[src/sv/bac_pkg.sv]
// Package: modes, microcode control word, microprogram ROM and dispatch table.
package bac_pkg;

  typedef enum logic [2:0] {
    MODE_ENC     = 3'd0,
    MODE_FLUSH   = 3'd1,
    MODE_DEC     = 3'd2,
    MODE_FEED    = 3'd3,
    MODE_RESTART = 3'd4
  } mode_t;

  typedef logic [3:0] uaddr_t;

  typedef enum logic [2:0] {
    C_NEXT,
    C_JUMP,
    C_MODE,
    C_NOAGREE,
    C_UNTIL3
  } cond_t;

  typedef enum logic [1:0] {
    EMIT_HIGH,
    EMIT_LOW,
    EMIT_DEC,
    EMIT_RST
  } emit_src_t;

  typedef struct packed {
    logic      mul;
    logic      mid;
    logic      apply;
    logic      dec;
    logic      shift;
    logic      flush;
    logic      feed;
    logic      restart;
    logic      emit;
    emit_src_t src;
    cond_t     cond;
    uaddr_t    target;
  } uword_t;

  typedef struct packed {
    logic go;
    logic cnt3;
    logic stall;
  } dp_status_t;

  localparam uaddr_t UA_DISPATCH = 4'd0;
  localparam uaddr_t UA_E_MUL    = 4'd1;
  localparam uaddr_t UA_E_MID    = 4'd2;
  localparam uaddr_t UA_E_APPLY  = 4'd3;
  localparam uaddr_t UA_E_LOOP   = 4'd4;
  localparam uaddr_t UA_E_EMIT   = 4'd5;
  localparam uaddr_t UA_F_EMIT   = 4'd6;
  localparam uaddr_t UA_D_MUL    = 4'd7;
  localparam uaddr_t UA_D_MID    = 4'd8;
  localparam uaddr_t UA_D_APPLY  = 4'd9;
  localparam uaddr_t UA_D_LOOP   = 4'd10;
  localparam uaddr_t UA_D_SHIFT  = 4'd11;
  localparam uaddr_t UA_D_EMIT   = 4'd12;
  localparam uaddr_t UA_FEED     = 4'd13;
  localparam uaddr_t UA_RESTART  = 4'd14;

  localparam logic [31:0] HIGH_RESET = 32'hFFFF_FFFF;
  localparam logic [7:0]  BYTE_ONES  = 8'hFF;
  localparam logic [2:0]  CNT_MAX    = 3'd4;
  localparam logic [2:0]  CNT_LAST   = 3'd3;

  function automatic uaddr_t entry(input logic [2:0] m);
    uaddr_t a;
    case (mode_t'(m))
      MODE_ENC:     a = UA_E_MUL;
      MODE_FLUSH:   a = UA_F_EMIT;
      MODE_DEC:     a = UA_D_MUL;
      MODE_FEED:    a = UA_FEED;
      MODE_RESTART: a = UA_RESTART;
      default:      a = UA_DISPATCH;
    endcase
    return a;
  endfunction

  function automatic uword_t rom(input uaddr_t a);
    uword_t w;
    w = '0;
    w.cond = C_NEXT;
    w.src = EMIT_HIGH;
    w.target = UA_DISPATCH;
    case (a)
      UA_DISPATCH: w.cond = C_MODE;
      UA_E_MUL:    w.mul = 1'b1;
      UA_E_MID:    w.mid = 1'b1;
      UA_E_APPLY:  w.apply = 1'b1;
      UA_E_LOOP:   w.cond = C_NOAGREE;
      UA_E_EMIT: begin
        w.emit = 1'b1;
        w.src = EMIT_HIGH;
        w.shift = 1'b1;
        w.cond = C_JUMP;
        w.target = UA_E_LOOP;
      end
      UA_F_EMIT: begin
        w.emit = 1'b1;
        w.src = EMIT_LOW;
        w.flush = 1'b1;
        w.cond = C_UNTIL3;
      end
      UA_D_MUL:    w.mul = 1'b1;
      UA_D_MID:    w.mid = 1'b1;
      UA_D_APPLY: begin
        w.apply = 1'b1;
        w.dec = 1'b1;
      end
      UA_D_LOOP: begin
        w.cond = C_NOAGREE;
        w.target = UA_D_EMIT;
      end
      UA_D_SHIFT: begin
        w.shift = 1'b1;
        w.cond = C_JUMP;
        w.target = UA_D_LOOP;
      end
      UA_D_EMIT: begin
        w.emit = 1'b1;
        w.src = EMIT_DEC;
        w.cond = C_JUMP;
      end
      UA_FEED: begin
        w.feed = 1'b1;
        w.cond = C_JUMP;
      end
      UA_RESTART: begin
        w.restart = 1'b1;
        w.emit = 1'b1;
        w.src = EMIT_RST;
        w.cond = C_JUMP;
      end
      default:     w.cond = C_JUMP;
    endcase
    return w;
  endfunction

endpackage

[src/sv/bac_useq.sv]
// Microcode sequencer: step counter, control ROM and branch logic.
module bac_useq (
  input  logic                clk,
  input  logic                rst_n,
  input  logic                in_tvalid,
  input  logic [2:0]          in_mode,
  input  bac_pkg::dp_status_t st,
  output bac_pkg::uword_t     uw,
  output logic                in_tready
);

  bac_pkg::uaddr_t upc_r, upc_nxt;

  assign uw = bac_pkg::rom(upc_r);
  assign in_tready = (upc_r == bac_pkg::UA_DISPATCH);

  always_comb begin
    upc_nxt = upc_r;
    if (!st.stall) begin
      unique case (uw.cond)
        bac_pkg::C_NEXT:    upc_nxt = upc_r + 4'd1;
        bac_pkg::C_JUMP:    upc_nxt = uw.target;
        bac_pkg::C_MODE:    upc_nxt = in_tvalid ? bac_pkg::entry(in_mode) : upc_r;
        bac_pkg::C_NOAGREE: upc_nxt = st.go ? upc_r + 4'd1 : uw.target;
        bac_pkg::C_UNTIL3:  upc_nxt = st.cnt3 ? uw.target : upc_r;
        default:            upc_nxt = bac_pkg::UA_DISPATCH;
      endcase
    end
  end

  always_ff @(posedge clk) begin
    if (!rst_n) begin
      upc_r <= bac_pkg::UA_DISPATCH;
    end else begin
      upc_r <= upc_nxt;
    end
  end

endmodule

[src/sv/bac_dpath.sv]
// Coder datapath: bounds, code register, split multiplier and result register.
module bac_dpath (
  input  logic                clk,
  input  logic                rst_n,
  input  bac_pkg::uword_t     uw,
  input  logic                in_accept,
  input  logic                in_bit,
  input  logic [15:0]         in_prob,
  input  logic [7:0]          in_cbyte,
  input  logic                out_tready,
  output bac_pkg::dp_status_t st,
  output logic                out_tvalid,
  output logic [7:0]          out_byte,
  output logic                out_last,
  output logic                out_dbit,
  output logic [2:0]          out_need
);

  logic [31:0] low_r, low_nxt, high_r, high_nxt, code_r, code_nxt;
  logic [31:0] prod_hi_r, prod_lo_r, mid_r, range_w;
  logic [2:0]  cnt_r, cnt_nxt;
  logic        bit_r, dbit_r, bit_w;
  logic [15:0] prob_r;
  logic [7:0]  cbyte_r;
  logic        ov_r, ov_nxt, ob_last_r;
  logic [7:0]  ob_byte_r;
  logic        ob_dbit_r;
  logic [2:0]  ob_need_r;
  logic        en, load;
  logic [7:0]  e_byte;
  logic        e_last, e_dbit;
  logic [2:0]  e_need;

  assign st.stall = uw.emit && ov_r && !out_tready;
  assign st.go    = (low_r[31:24] == high_r[31:24]) && (cnt_r != bac_pkg::CNT_MAX);
  assign st.cnt3  = (cnt_r == bac_pkg::CNT_LAST);
  assign en       = !st.stall;
  assign load     = uw.emit && en;

  assign range_w = high_r - low_r;
  assign bit_w   = uw.dec ? (code_r <= mid_r) : bit_r;

  always_comb begin
    e_byte = '0;
    e_last = 1'b1;
    e_dbit = 1'b0;
    e_need = '0;
    unique case (uw.src)
      bac_pkg::EMIT_HIGH: begin
        e_byte = high_r[31:24];
        e_last = (low_r[23:16] != high_r[23:16]) || (cnt_r == bac_pkg::CNT_LAST);
      end
      bac_pkg::EMIT_LOW: begin
        e_byte = low_r[31:24];
        e_last = (cnt_r == bac_pkg::CNT_LAST);
      end
      bac_pkg::EMIT_DEC: begin
        e_dbit = dbit_r;
        e_need = cnt_r;
      end
      bac_pkg::EMIT_RST: e_need = bac_pkg::CNT_MAX;
      default: e_last = 1'b1;
    endcase
  end

  always_comb begin
    low_nxt  = low_r;
    high_nxt = high_r;
    code_nxt = code_r;
    cnt_nxt  = cnt_r;
    if (in_accept) begin
      cnt_nxt = '0;
    end
    if (en) begin
      if (uw.apply) begin
        if (bit_w) begin
          high_nxt = mid_r;
        end else begin
          low_nxt = mid_r + 32'd1;
        end
      end
      if (uw.shift) begin
        low_nxt  = {low_r[23:0], 8'h00};
        high_nxt = {high_r[23:0], bac_pkg::BYTE_ONES};
        cnt_nxt  = cnt_r + 3'd1;
      end
      if (uw.flush) begin
        low_nxt = {low_r[23:0], 8'h00};
        cnt_nxt = cnt_r + 3'd1;
      end
      if (uw.feed) begin
        code_nxt = {code_r[23:0], cbyte_r};
      end
      if (uw.restart) begin
        low_nxt  = '0;
        high_nxt = bac_pkg::HIGH_RESET;
        code_nxt = '0;
      end
    end
  end

  always_comb begin
    ov_nxt = ov_r;
    if (load) begin
      ov_nxt = 1'b1;
    end else if (out_tready) begin
      ov_nxt = 1'b0;
    end
  end

  always_ff @(posedge clk) begin
    if (!rst_n) begin
      low_r  <= '0;
      high_r <= bac_pkg::HIGH_RESET;
      code_r <= '0;
      cnt_r  <= '0;
      ov_r   <= 1'b0;
    end else begin
      low_r  <= low_nxt;
      high_r <= high_nxt;
      code_r <= code_nxt;
      cnt_r  <= cnt_nxt;
      ov_r   <= ov_nxt;
    end
  end

  always_ff @(posedge clk) begin
    if (in_accept) begin
      bit_r   <= in_bit;
      prob_r  <= in_prob;
      cbyte_r <= in_cbyte;
    end
    if (uw.mul) begin
      prod_hi_r <= {16'h0000, range_w[31:16]} * {16'h0000, prob_r};
      prod_lo_r <= {16'h0000, range_w[15:0]} * {16'h0000, prob_r};
    end
    if (uw.mid) begin
      mid_r <= low_r + prod_hi_r + {16'h0000, prod_lo_r[31:16]};
    end
    if (uw.apply && uw.dec) begin
      dbit_r <= bit_w;
    end
    if (load) begin
      ob_byte_r <= e_byte;
      ob_last_r <= e_last;
      ob_dbit_r <= e_dbit;
      ob_need_r <= e_need;
    end
  end

  assign out_tvalid = ov_r;
  assign out_byte   = ob_byte_r;
  assign out_last   = ob_last_r;
  assign out_dbit   = ob_dbit_r;
  assign out_need   = ob_need_r;

endmodule

[src/sv/binary_arithmetic_coder.sv]
// Top level of the carryless 32-bit binary arithmetic coder.
//   channel  dir  tdata                                         tuser      tlast
//   in_      in   [0] bit_value [16:1] prob_one [24:17] code    [2:0] mode  -
//   out_     out  [7:0] out_byte [8] decoded_bit [11:9] need    -          last_of_run
// Microprogram steps: encode does mul, mid, apply, then emits each settled high byte;
//   flush emits low bytes; decode does mul, mid, apply and shifts, then emits its result.
// in_tready is high only in the dispatch step; one item is worked at a time.
// A full result register with out_tready low holds the sequencer in its emit step.
// Reset is synchronous: bounds to 0 and 0xFFFFFFFF, code register 0, no result pending.
module binary_arithmetic_coder (
  input  logic        clk,
  input  logic        rst_n,
  input  logic        in_tvalid,
  output logic        in_tready,
  input  logic [31:0] in_tdata,   // bit_value, prob_one, code_byte, zero pad
  input  logic [2:0]  in_tuser,   // mode
  output logic        out_tvalid,
  input  logic        out_tready,
  output logic [15:0] out_tdata,  // out_byte, decoded_bit, bytes_needed, zero pad
  output logic        out_tlast
);

  bac_pkg::uword_t     uw;
  bac_pkg::dp_status_t st;
  logic                in_accept;
  logic [7:0]          o_byte;
  logic                o_dbit;
  logic [2:0]          o_need;

  assign in_accept = in_tvalid && in_tready;

  bac_useq u_useq (
    .clk       (clk),
    .rst_n     (rst_n),
    .in_tvalid (in_tvalid),
    .in_mode   (in_tuser),
    .st        (st),
    .uw        (uw),
    .in_tready (in_tready)
  );

  bac_dpath u_dpath (
    .clk        (clk),
    .rst_n      (rst_n),
    .uw         (uw),
    .in_accept  (in_accept),
    .in_bit     (in_tdata[0]),
    .in_prob    (in_tdata[16:1]),
    .in_cbyte   (in_tdata[24:17]),
    .out_tready (out_tready),
    .st         (st),
    .out_tvalid (out_tvalid),
    .out_byte   (o_byte),
    .out_last   (out_tlast),
    .out_dbit   (o_dbit),
    .out_need   (o_need)
  );

  assign out_tdata = {4'h0, o_need, o_dbit, o_byte};

endmodule

[config.mk]
export PLATFORM = sky130hd
export DESIGN_NAME = binary_arithmetic_coder
export DESIGN_NICKNAME = d
export VERILOG_FILES = /design/src/sv/bac_pkg.sv /design/src/sv/bac_useq.sv /design/src/sv/bac_dpath.sv /design/src/sv/binary_arithmetic_coder.sv
export SDC_FILE = /design/constraint.sdc
export NUM_CORES = 2
export LEC_CHECK = 0
export BUFFER_PORTS_ARGS = -buffer_cell sky130_fd_sc_hd__buf_2
export CAP_MARGIN = 25
export CORE_MARGIN = 2
export CORE_UTILIZATION = 60
export CTS_BUF_LIST = sky130_fd_sc_hd__clkbuf_4 sky130_fd_sc_hd__clkbuf_8 sky130_fd_sc_hd__clkbuf_16
export DETAILED_ROUTE_END_ITERATION = 10
export PLACE_DENSITY_LB_ADDON = 0.15
export SYNTH_ARGS = -nofsm -noshare
export SYNTH_HDL_FRONTEND = slang
export SYNTH_HIERARCHICAL = 1
export SYNTH_SLANG_ARGS = --single-unit
[constraint.sdc]
create_clock -name clk -period 8.23 [get_ports clk]
set_clock_uncertainty 0.1 [all_clocks]
set_input_delay 1.2345 -clock clk [delete_from_list [all_inputs] [get_ports clk]]
set_output_delay 1.2345 -clock clk [all_outputs]
set_load 0.005 [all_outputs]
# == After elaboration in Yosys (flattened, before gate mapping) ==
# Index checks and enable logic that the tools add are counted.
# op_classes
mux,37
shifts,0
reduce_logical,28
n_addsub,6
n_lt_le_gt_ge,1
bitwise,1
div,0
multipliers,2
n_eq_ne,32
# op_table
op,count
two-way mux 32 bit,11
multiplier 16 x 16 -> 32 bit,2
case mux 4 bit (5 select lines),2
"adder 32 x 1 -> 32 bit, second input constant",1
adder 32 x 16 -> 32 bit,1
adder 32 bit,1
<= comparator 32 bit,1
subtractor 32 bit,1
"== test 4 bit, second input constant",7
case mux 3 bit (4 select lines),2
"== test 4 x 3 -> 1 bit, second input constant",4
case mux 8 bit (2 select lines),1
"== test 3 x 2 -> 1 bit, second input constant",5
two-way mux 3 bit,4
two-way mux 4 bit,3
case mux 4 bit (3 select lines),1
two-way mux 1 bit,11
OR reduction 2 bit,5
AND reduction 3 bit,3
"== test 4 x 2 -> 1 bit, second input constant",2
== test 8 bit,1
inequality test 8 bit,1
"== test 3 x 1 -> 1 bit, second input constant",2
"== test 3 bit, second input constant",2
23 further kinds,33
# totals
out_inout_bits,19
inputBits,39
wordCells,124
mem_count,0
ff_bits,239
ram_bits,0
latch_bits,0
mem_bits_ro,0

# == Longest topological paths before layout ==
# logic_depth
ltp_word,8
mapped_depth,35
mapped_depth_nobuf,34

# == Hierarchy ==
# Netlist, hierarchy kept.
# modules_own_cells
mod,seq_area_each_um2,instances,cells_each,area_each_um2
bac_dpath,5575.3,1,3221,29678.5
bac_useq,80.1,1,102,777.0
binary_arithmetic_coder,0.0,1,7,47.5

# == Worst setup path after synthesis ==
# OpenSTA, ideal clock, no wires.
# synth_timing
path_kind,reg-to-reg
start,register u_dpath.low_r[0]
end,register u_dpath.prod_hi_r[21] (data pin)
period_less_slack_ps,8198
path_slack_ps,32
setup_ps,258
n_path_buf,1
path_stages_with_launch,35
required_ps,7872
arrival_time_ps,7841
cell_sequence,dfxtp_1 -> ha_1 -> inv_1 -> fa_1 -> a21oi_2 -> o211ai_1 -> a2111o_1 -> a221oi_2 -> o21ai_2 -> a41oi_1 -> o21ai_1 -> xnor2_1 -> buf_4 -> nand2_1 -> fa_1 -> inv_1 -> fa_1 -> inv_1 -> fa_1 -> inv_1 -> fa_1 -> fa_1 -> inv_1 -> fa_1 -> inv_1 -> ha_1 -> a21oi_1 -> nand2_1 -> a211o_1 -> nand3_1 -> nor2_1 -> or3_1 -> a21o_1 -> a21oi_1 -> xnor2_1
# synth_via
elab_chain_len,2
# synth_lines
element,line_no,source
"start, declared",bac_dpath.sv:19,"logic [31:0] low_r, low_nxt, high_r, high_nxt, code_r, code_nxt;"
"start signal, assigned",bac_dpath.sv:119,low_r <= low_nxt;
subtractor 32 bit,bac_dpath.sv:40,assign range_w = high_r - low_r;
multiplier 16 x 16 -> 32 bit,bac_dpath.sv:134,"prod_hi_r <= {16'h0000, range_w[31:16]} * {16'h0000, prob_r};"
"end signal, assigned",bac_dpath.sv:134,
"end, declared",bac_dpath.sv:20,"logic [31:0] prod_hi_r, prod_lo_r, mid_r, range_w;"
# Every way passes these cells.
# A chain may end at the register's enable or synchronous reset.

# == Worst setup path after layout ==
# layout_timing
start,register u_dpath.high_r[0]
end,register u_dpath.prod_hi_r[31] (data pin)
# layout_via
elab_chain_len,2
# layout_lines
element,line_no,source
"start, declared",bac_dpath.sv:19,
"start signal, assigned",bac_dpath.sv:114,high_r <= bac_pkg::HIGH_RESET;
"start signal, assigned",bac_dpath.sv:120,high_r <= high_nxt;
subtractor 32 bit,bac_dpath.sv:40,
multiplier 16 x 16 -> 32 bit,bac_dpath.sv:134,
# Every way passes these cells.

==> metrics <==
outcome finished with violations; violated checks negative setup slack; drt total wl 78700 um; Final HPWL DP 62100 um; delay-heaviest family, CP adder cells; multi-input logic area 0.0228 mm^2; # fillers 3840; Critical Path Most Common Cell fa_1; Worst-path clk slew 0.06 ns; final setup violation count 18; critical path launch point type flip-flop; CTS H-tree depth 1; WL met2 38300 um; total CTS buffers 29; fin area 0.0348 mm^2; Max Cap Viol 0; slowest CP cell fa_1; nets 4283; die height 229 um; Bufs and invs on worst path 9; crit end category flip-flop; RSZ-0062 raised after global routing true; Register Area 0.00566 mm^2; post-synthesis cell count 3322; gr usage total 30.4%; number of global-route vias before repair 25458; area delta synth->final 14.3%; CTS tree done; worst min path class reg2reg; ant diodes 0; total gr overflow 0; Initial Utilization 60.7%; ratio of cells with drive above 1 in the final layout 14.4%; Die W 229 um; clock sinks 223; CTS root buffer clkbuf_16; first drt pass iteration count 7; met1 WL 32800 um; initial antenna violation count 0; worst rel slew slack 30.3%; Mapped Avg Cell Area 9.17 um^2; Final min period 8.48 ns; core area 0.0502 mm^2; remaining routing DRC violations 0; # IOs 58; post-route setup slack -0.251 ns; area of the die 0.0526 mm^2; routed len/inst 18.7 um; critical path's largest stage delay 0.55 ns; PortBufs 46; DR top layer met4; min-delay src u_dpath/code_r[0]; Vias 23966; met3 wire length 5620 um; vias per cell 5.69; max-slew violations 0; Post-DP Area 0.0328 mm^2; Clock Latency Late Sink 0.59 ns; antenna viol nets, final 0; Critical Path Source u_dpath/high_r[0]; Iter 0 DRT Violations 1782; cell area after synthesis 0.0305 mm^2; Worst-Margin Slew 1.05 ns; Final period util 103%; Setup CP Type reg2reg; Fin. Hold Viols 0; Fmax 0.118 GHz; routability cong. 0.914; Worst Path Required 8.46 ns; yosys warns 6; first-pass GRT wire length 129000 um; largest net degree at the start of global routing 105; Worst Path Max Fanout 7; row count 82; reg2reg start u_dpath/high_r[0]; Critical Path AT 8.71 ns; clk buf depth 3
## final cells by class
class	count	share of cell area, %
clock buffer	38	2.40
clock inverter	16	0.536
inverter	558	6.02
multi-input combinational	2395	65.6
sequential	223	16.3
tap	672	2.42
timing repair buffer	309	6.83
## stage by stage
step / setup TNS (ns) / hold slack [ns] / setup WS, ns / utilization (%) / instances
floorplan: 0 / 0.357 / 0.0318 / - / 3325
global placement: -6.07 / 0.397 / -0.491 / 65.4 / 4134
detailed placement: -7.77 / 0.416 / -0.583 / 65.4 / 4134
CTS: -0.289 / 0.425 / -0.131 / 68.4 / 4199
global route: -9.16 / 0.448 / -0.634 / 69.4 / 4211
finish: -1.94 / 0.425 / -0.251 / 69.4 / 4211
## what timing repair did
item,CTS,global route
pin swaps,59,45
hold buffers,0,0
buffers inserted,11,12
resized for setup,84,97
endpoints found under the setup margin,27,30
## cells in the final DEF, fill, tap and decap left out, types with 39 or more instances in the layout
| cell | count |
|---|---|
| a31oi_1 | 39 |
| buf_4 | 237 |
| edfxtp_1 | 119 |
| and2_1 | 211 |
| xnor2_1 | 84 |
| inv_1 | 542 |
| nor2b_1 | 65 |
| mux2i_1 | 67 |
| nand2b_1 | 42 |
| o21ai_0 | 50 |
| dfxtp_1 | 101 |
| a21o_1 | 52 |
| fa_1 | 398 |
| buf_2 | 46 |
| a21oi_1 | 127 |
| ha_1 | 311 |
| nor2_1 | 73 |
| nand2_1 | 408 |
## registers in the layout, indices dropped and copies added (netlist names)
signal / count
u_dpath/mid_r: 32
u_dpath/out_byte: 8
u_dpath/code_r: 32
u_dpath/dbit_r: 1
u_dpath/out_dbit: 1
u_dpath/prob_r: 16
u_dpath/high_r: 32
u_useq/upc_r: 4
u_dpath/cbyte_r: 8
u_dpath/out_last: 1
u_dpath/out_tvalid: 1
u_dpath/prod_hi_r: 32
u_dpath/out_need: 3
u_dpath/bit_r: 1
u_dpath/low_r: 32
u_dpath/prod_lo_r: 16
u_dpath/cnt_r: 3
## worst paths after layout
check,slack (ns),end,depth (start not counted)
worst max-delay path,-0.25,u_dpath/prod_hi_r[31],36
worst min-delay path,0.42,u_dpath/code_r[0],2
worst min register to register,0.42,u_dpath/code_r[0],2
worst max register to register,-0.25,u_dpath/prod_hi_r[31],36
## per-layer routing
| layer | vias up | GRT usage (%) |
|---|---|---|
| li1 | 11110 | - |
| met4 | 0 | 7.81 |
| met2 | 869 | 52.2 |
| met3 | 155 | 3.80 |
| met1 | 11832 | 40.8 |
| met5 | - | 0 |
## worst register-to-register path, delay by kind of cell (launching register included)
kind | cells | cell delay [ns]
and+or+nand+nor | 6 | 0.82
AOI/OAI and AO/OA | 11 | 2.28
adders and majority gates | 9 | 3.76
buffers and inverters | 9 | 0.84
DFF | 1 | 0.32
xor gates and xnor gates | 1 | 0.13
Power is left out: the tool's default activity adds up to more than one toggle a clock period on the data nets, which glitch-free logic cannot reach.
